[src/hw/rtl/swda_pkg.sv]
`timescale 1ns / 1ps
// ----------------------------------------------------------------------------
// swda_pkg: shared types and constants of the sliding window average
// Sizes, the queued work item, the back end state encoding and the
// ring pointer increment.
// ----------------------------------------------------------------------------
package swda_pkg;

  localparam int FIFO_DEPTH  = 1024;
  localparam int SAMPLE_BITS = 40;

  localparam int PTR_W     = $clog2(FIFO_DEPTH);
  localparam int CNT_W     = $clog2(FIFO_DEPTH + 1);
  localparam int LIMIT_W   = 11;
  localparam int SUM_W     = 50;
  localparam int AVG_W     = 48;
  localparam int FRAC_BITS = 8;
  localparam int DIV_W     = SUM_W + FRAC_BITS;
  localparam int STEP_W    = $clog2(DIV_W + 1);

  localparam int QUEUE_DEPTH = 2;
  localparam int QPTR_W      = $clog2(QUEUE_DEPTH);
  localparam int QFILL_W     = $clog2(QUEUE_DEPTH + 1);

  // one queued sample with the window limit already resolved
  typedef struct packed {
    logic [SAMPLE_BITS-1:0] sample;
    logic [CNT_W-1:0]       limit;
  } item_t;

  typedef enum logic [3:0] {
    ST_IDLE,
    ST_RD,
    ST_SUB,
    ST_APPEND,
    ST_CHK,
    ST_DIV_GO,
    ST_DIV_WAIT,
    ST_OUT
  } back_state_e;

  function automatic logic [PTR_W-1:0] ptr_next(input logic [PTR_W-1:0] p);
    return (p == PTR_W'(FIFO_DEPTH - 1)) ? '0 : p + 1'b1;
  endfunction

endpackage

[src/hw/rtl/swda_front.sv]
`timescale 1ns / 1ps
// ----------------------------------------------------------------------------
// swda_front: input side of the sliding window average
// Holds the window limit register, resolves the effective limit for each
// sample and buffers samples in a short queue toward the back end.
// ----------------------------------------------------------------------------
module swda_front
  import swda_pkg::*;
(
  input  logic                   clk_i,
  input  logic                   rst_ni,
  input  logic                   in_valid_i,
  output logic                   in_ready_o,
  input  logic [SAMPLE_BITS-1:0] duration_sample_i,
  input  logic                   cfg_valid_i,
  output logic                   cfg_ready_o,
  input  logic [LIMIT_W-1:0]     window_limit_i,
  output logic                   item_valid_o,
  input  logic                   item_ready_i,
  output item_t                  item_o
);

  logic [LIMIT_W-1:0] window_limit_q;
  item_t              q_mem [QUEUE_DEPTH];
  logic [QPTR_W-1:0]  wr_ptr_q, rd_ptr_q;
  logic [QFILL_W-1:0] fill_q;
  logic               push, pop;
  logic [CNT_W-1:0]   limit_eff;

  assign cfg_ready_o = 1'b1;

  always_ff @(posedge clk_i or negedge rst_ni) begin
    if (!rst_ni) begin
      window_limit_q <= '0;
    end else if (cfg_valid_i) begin
      window_limit_q <= window_limit_i;
    end
  end

  // zero or anything above capacity means the full ring
  always_comb begin
    if (window_limit_q == '0 || 32'(window_limit_q) > 32'(FIFO_DEPTH)) begin
      limit_eff = CNT_W'(FIFO_DEPTH);
    end else begin
      limit_eff = CNT_W'(window_limit_q);
    end
  end

  assign in_ready_o   = (fill_q != QFILL_W'(QUEUE_DEPTH));
  assign item_valid_o = (fill_q != '0);
  assign push         = in_valid_i && in_ready_o;
  assign pop          = item_valid_o && item_ready_i;
  assign item_o       = q_mem[rd_ptr_q];

  always_ff @(posedge clk_i) begin
    if (push) begin
      q_mem[wr_ptr_q] <= '{sample: duration_sample_i, limit: limit_eff};
    end
  end

  always_ff @(posedge clk_i or negedge rst_ni) begin
    if (!rst_ni) begin
      wr_ptr_q <= '0;
      rd_ptr_q <= '0;
      fill_q   <= '0;
    end else begin
      if (push) begin
        wr_ptr_q <= (wr_ptr_q == QPTR_W'(QUEUE_DEPTH - 1)) ? '0 : wr_ptr_q + 1'b1;
      end
      if (pop) begin
        rd_ptr_q <= (rd_ptr_q == QPTR_W'(QUEUE_DEPTH - 1)) ? '0 : rd_ptr_q + 1'b1;
      end
      if (push && !pop) begin
        fill_q <= fill_q + 1'b1;
      end else if (pop && !push) begin
        fill_q <= fill_q - 1'b1;
      end
    end
  end

endmodule

[config.mk]
export PLATFORM = sky130hd
export DESIGN_NAME = swda_front
export DESIGN_NICKNAME = d
export VERILOG_FILES = /design/src/hw/rtl/swda_pkg.sv /design/src/hw/rtl/swda_front.sv
export SDC_FILE = /design/constraint.sdc
export NUM_CORES = 1
export LEC_CHECK = 0
export BUFFER_PORTS_ARGS = -buffer_cell sky130_fd_sc_hd__buf_2
export CORE_UTILIZATION = 37
export DETAILED_ROUTE_END_ITERATION = 16
export SYNTH_ARGS = -nofsm -noshare
export SYNTH_HDL_FRONTEND = slang
export SYNTH_SLANG_ARGS = --single-unit
[constraint.sdc]
create_clock -name clk_i -period 3.7 [get_ports clk_i]
set_clock_uncertainty 0.05 [all_clocks]
set_input_delay 0.74 -clock clk_i [delete_from_list [all_inputs] [get_ports clk_i]]
set_output_delay 0.74 -clock clk_i [all_outputs]
set_load 0.02 [all_outputs]
-- Word-level counts from Yosys, hierarchy flattened
Memory sizes are Yosys's and may differ from the RTL's.
Index checks and enable logic that the tools add are counted.
W data, S select, Z words.
- bits in registers: 15
- memory bits (writable): 102
- input bits: 56
- output and inout port bits: 54
- memories: 1
- $add $sub $neg: 4
- magnitude comparators: 1
- eq/ne operators: 1
- multiplexer cells: 7
- reduce and logical (&&, ||, !) cells: 10
- memory list (name ; depth ; bits a word ; rd ports ; clocked after memory_dff ; wr ports ; line ; text):
    q_mem ; 2 ; 51 ; 1 ; 0 ; 1 ; swda_front.sv:24 ; item_t q_mem [QUEUE_DEPTH];
- operator list (operator ; number):
    $gt A11 B11 Y1 const B ; 1
    $logic_not A11 Y1 ; 1
    $mux W11 ; 1
    $logic_and A1 B1 Y1 ; 4
    $mux W1 ; 4
    $mux W2 ; 2
    $reduce_bool A2 Y1 ; 2
    $add A1 B1 Y1 const B ; 2
    $add A2 B1 Y2 const B ; 1
    $logic_not A1 Y1 ; 2
    $ne A2 B2 Y1 const B ; 1
    $sub A2 B1 Y2 const B ; 1
    $logic_or A1 B1 Y1 ; 1

-- Depth between registers and ports, before layout
- depth after elaboration: 6
- gate-level depth with buffers: 7

-- Least setup slack after synthesis
OpenSTA, ideal clock, no wires.
- path type: in2reg
- from: in in_valid_i
- to: mem q_mem[0][0] (netlist bit), enable pin
- library setup time: 0.460 ns
- data arrival time: 2.976 ns
- slack: 0.214 ns
- cell stages on the path: 2
- buffers on the path: 0
- path through: nand2_1 > nor2_1
- longest elaborated chain between the ends: 3
- ends and longest elaborated chain (what ; line ; text):
    from (decl) ; swda_front.sv:12 ; input logic in_valid_i,
    $logic_and A1 B1 Y1 ; swda_front.sv:51 ; assign push = in_valid_i && in_ready_o;
    $mux W1 ; swda_front.sv:56 ; if (push) begin
    $mux W1 (implied by the code) ; swda_front.sv:57 ; q_mem[wr_ptr_q] <= '{sample: duration_sample_i, limit: limit_eff};
    to (decl) ; swda_front.sv:24 ;
No other way between the ends.

==> results.py <==
metrics = {
    "critical_path": {
        "cp.arrival_ps": 2050,
        "crit_required_ps": 2910,
        "cp.depth": 3,
        "path_buf_inv": 2,
        "max_stage_delay_ps": 880,
        "crit_path_end_kind": "primary output",
        "worst_setup_path_start_kind": "flip-flop",
        "crit_end": "item_o[9]",
        "cp_slowest_cell": "dfrtp_4",
        "crit_fanout": 37,
        "worstSetupPathType": "reg2out",
        "critical_path.cell_chain": "buf_12 > mux2_4 > buf_2",
        "startpoint": "rd_ptr_q",
        "r2r_start": "fill_q[0]",
        "critPathTopFamily": "flip-flops",
        "worst-r2r-cell-count": 3,
        "rr_endpoint": "q_mem[1][48]",
        "r2r_slack_ps": 1760,
    },
    "cts": {
        "cts_tree": "yes",
        "post-cts-setup-buffer-count": 0,
        "cts.clk_slew.worst_paths_ps": 50,
        "cts.sinks": 117,
        "cts_buffer_depth": 2,
        "htree_num_levels": 4,
        "numCtsBuffers": 17,
        "clkLatencyLatePin_ps": 400,
        "cts_hold_buf": 0,
        "cts_resized": 0,
        "root_buffer": "clkbuf_16",
    },
    "finish": {
        "diodes": 0,
        "instances_no_fill": 520,
        "drive_gt1_share_pct": 55.7,
        "fill_cells": 1071,
        "regArea_sq_mm": 0.00344,
        "nets": 396,
        "multiInputGateArea_sq_mm": 0.00107,
        "area_delta_synth_final_pct": 25.2,
    },
    "floorplanning": {
        "row_count": 40,
        "initial_utilization_pct": 38.3,
        "ioPinCount": 110,
        "die-area_sq_mm": 0.0130,
        "die_x_microns": 114,
        "coreArea_sq_mm": 0.0121,
        "die_height_microns": 114,
    },
    "place": {
        "io_buffers": 108,
        "dp_cells": 488,
        "gp_congestion": 0.647,
        "place_hpwl_microns": 4920,
    },
    "detailed_routing": {
        "vias_per_cell": 4.33,
        "drtPass1Iterations": 4,
        "drtIter0Drc": 92,
        "drt_wl_total_microns": 7650,
        "vias": 2254,
        "postRouteAntennaNets": 0,
        "drc": 0,
        "wl_per_cell_microns": 14.7,
    },
    "timing": {
        "max_freq_mhz": 352,
        "setup_viol_count_final": 0,
        "rsz0062_at_grt": "false",
        "worstMarginPinSlew_ps": 714,
        "setup_tns_ps": 0,
        "slew_headroom_pct": 52.4,
        "finalCriticalPeriod_ps": 2840,
        "finalHoldViolations": 0,
        "maxSlewViolCount": 0,
        "min_period_over_period_pct": 76.8,
    },
    "yosys": {
        "syn_avg_cell_area_sq_um": 21.4,
        "seq_area_frac_synth_pct": 74.2,
        "ys_types": 22,
        "syn_area_sq_mm": 0.00463,
        "synth_nets": 274,
        "yosysWarnings": 0,
        "syn_inst": 217,
        "ys_ff_latch": 117,
    },
    "pwr": {
        "total_power_mw": 4.81,
        "powerDensity_mw_per_mm2": 829,
        "p_leak_nw": 2.34,
        "ir_drop_uv": 474,
    },
    "run": {
        "cap_violations": 0,
    },
    "global_routing": {
        "grt_antenna_before_repair": 1,
        "track_usage_pct": 12.6,
        "grt_max_degree": 52,
        "overflow": 0,
        "grt_first_pass_wirelength_microns": 11700,
        "grt_pass1_vias": 2308,
    },
    "hold_path": {
        "hold_class": "in2async",
    },
    "status": {
        "status": "finished, final reports clean",
    },
}
==> worst register-to-register path, delay by kind of cell, from the launching register on <==
family / cells / cell delay (ps)
buffers and inverters: 1 / 380
DFF: 1 / 390
and+or+nand+nor: 2 / 810
==> layout make-up <==
| class | instances | share of cell area [%] |
|---|---|---|
| Sequential cell | 117 | 59.3 |
| Multi-Input combinational cell | 90 | 18.5 |
| Timing Repair Buffer | 112 | 10.0 |
| Clock buffer | 30 | 8.34 |
| Tap cell | 168 | 3.62 |
| Clock inverter | 2 | 0.129 |
| Inverter | 1 | 0.0647 |
==> power by group <==
part | total (mW) | leakage, nW | internal, mW | switching (mW)
logic | 1.46 | 0.984 | 0.704 | 0.754
registers | 2.00 | 1.13 | 1.79 | 0.205
clock network | 1.36 | 0.234 | 0.866 | 0.490
total | 4.81 | 2.34 | 3.36 | 1.45
==> synthesized netlist by cell type <==
cell,instances,share of area (%)
clkbuf_1,1,0.081
a31o_2,1,0.19
and3_1,1,0.14
nor2b_1,10,1.4
nor2_1,3,0.24
buf_6,1,0.24
buf_12,5,2.2
nand2_1,2,0.16
edfxtp_1,102,66
inv_1,1,0.081
buf_2,1,0.11
mux2_4,49,16
xor2_1,2,0.38
ha_1,1,0.27
nand2b_1,1,0.14
mux2_2,13,3.2
or2_1,1,0.14
dfrtp_1,15,8.1
nor4_1,2,0.27
buf_4,1,0.16
conb_1,1,0.081
xnor2_1,3,0.57
==> registers in the layout, summed over array words and instances (netlist names) <==
| signal | flops |
|---|---|
| rd_ptr_q | 1 |
| window_limit_q | 11 |
| wr_ptr_q | 1 |
| fill_q | 2 |
| q_mem | 102 |
==> worst min path at each step <==
stage	from	end	slack (ps)
floorplan	rst_ni	fill_q[0]	390
global placement	fill_q[1]	fill_q[1]	420
detailed placement	fill_q[1]	fill_q[1]	430
CTS	rst_ni	fill_q[1]	180
global route	rst_ni	fill_q[1]	190
finish	rst_ni	fill_q[1]	180
==> through the flow <==
stage | hold slack [ps] | setup WS, ps | instance area, sq um | utilization [%]
finish | 185 | 857 | 5800 | 47.9
global route | 192 | 763 | 5800 | 47.9
floorplan | 394 | 214 | 4630 | -
CTS | 185 | 812 | 5800 | 47.9
detailed placement | 435 | 1250 | 5310 | 43.9
global placement | 423 | 1270 | 5310 | 43.9
==> logic make-up after synthesis <==
| kind of cell | Yosys count | share of synthesized area (%) |
|---|---|---|
| multiplexers | 62 | 19.0 |
| flip-flops | 117 | 74.2 |
| buffers and inverters | 10 | 2.84 |
| other | 1 | 0.0809 |
| AO/OA/AOI/OAI | 1 | 0.189 |
| XOR/XNOR | 5 | 0.945 |
| adder cells (fa/ha/maj) | 1 | 0.270 |
| AND/OR/NAND/NOR | 20 | 2.43 |
==> cell usage in the layout, fill, tap and decap left out, types with 3 or more instances in the layout <==
cell type	synthesis	routed
xnor2_1	3	3
mux2_4	49	49
buf_2	1	108
buf_4	1	3
edfxtp_1	102	102
clkbuf_1	1	12
mux2_2	13	13
dfrtp_1	15	14
clkbuf_16	0	17
nor2b_1	10	10
==> metal layers <==
layer / up-vias / GRT usage [%] / wire length [microns]
met4: 2 / 6.75 / 139
met5: - / 0 / 12
li1: 1077 / - / -
met1: 1079 / 14.7 / 3270
met3: 13 / 5.31 / 499
met2: 83 / 19.8 / 3720
Power figures use the tool's default switching activity.
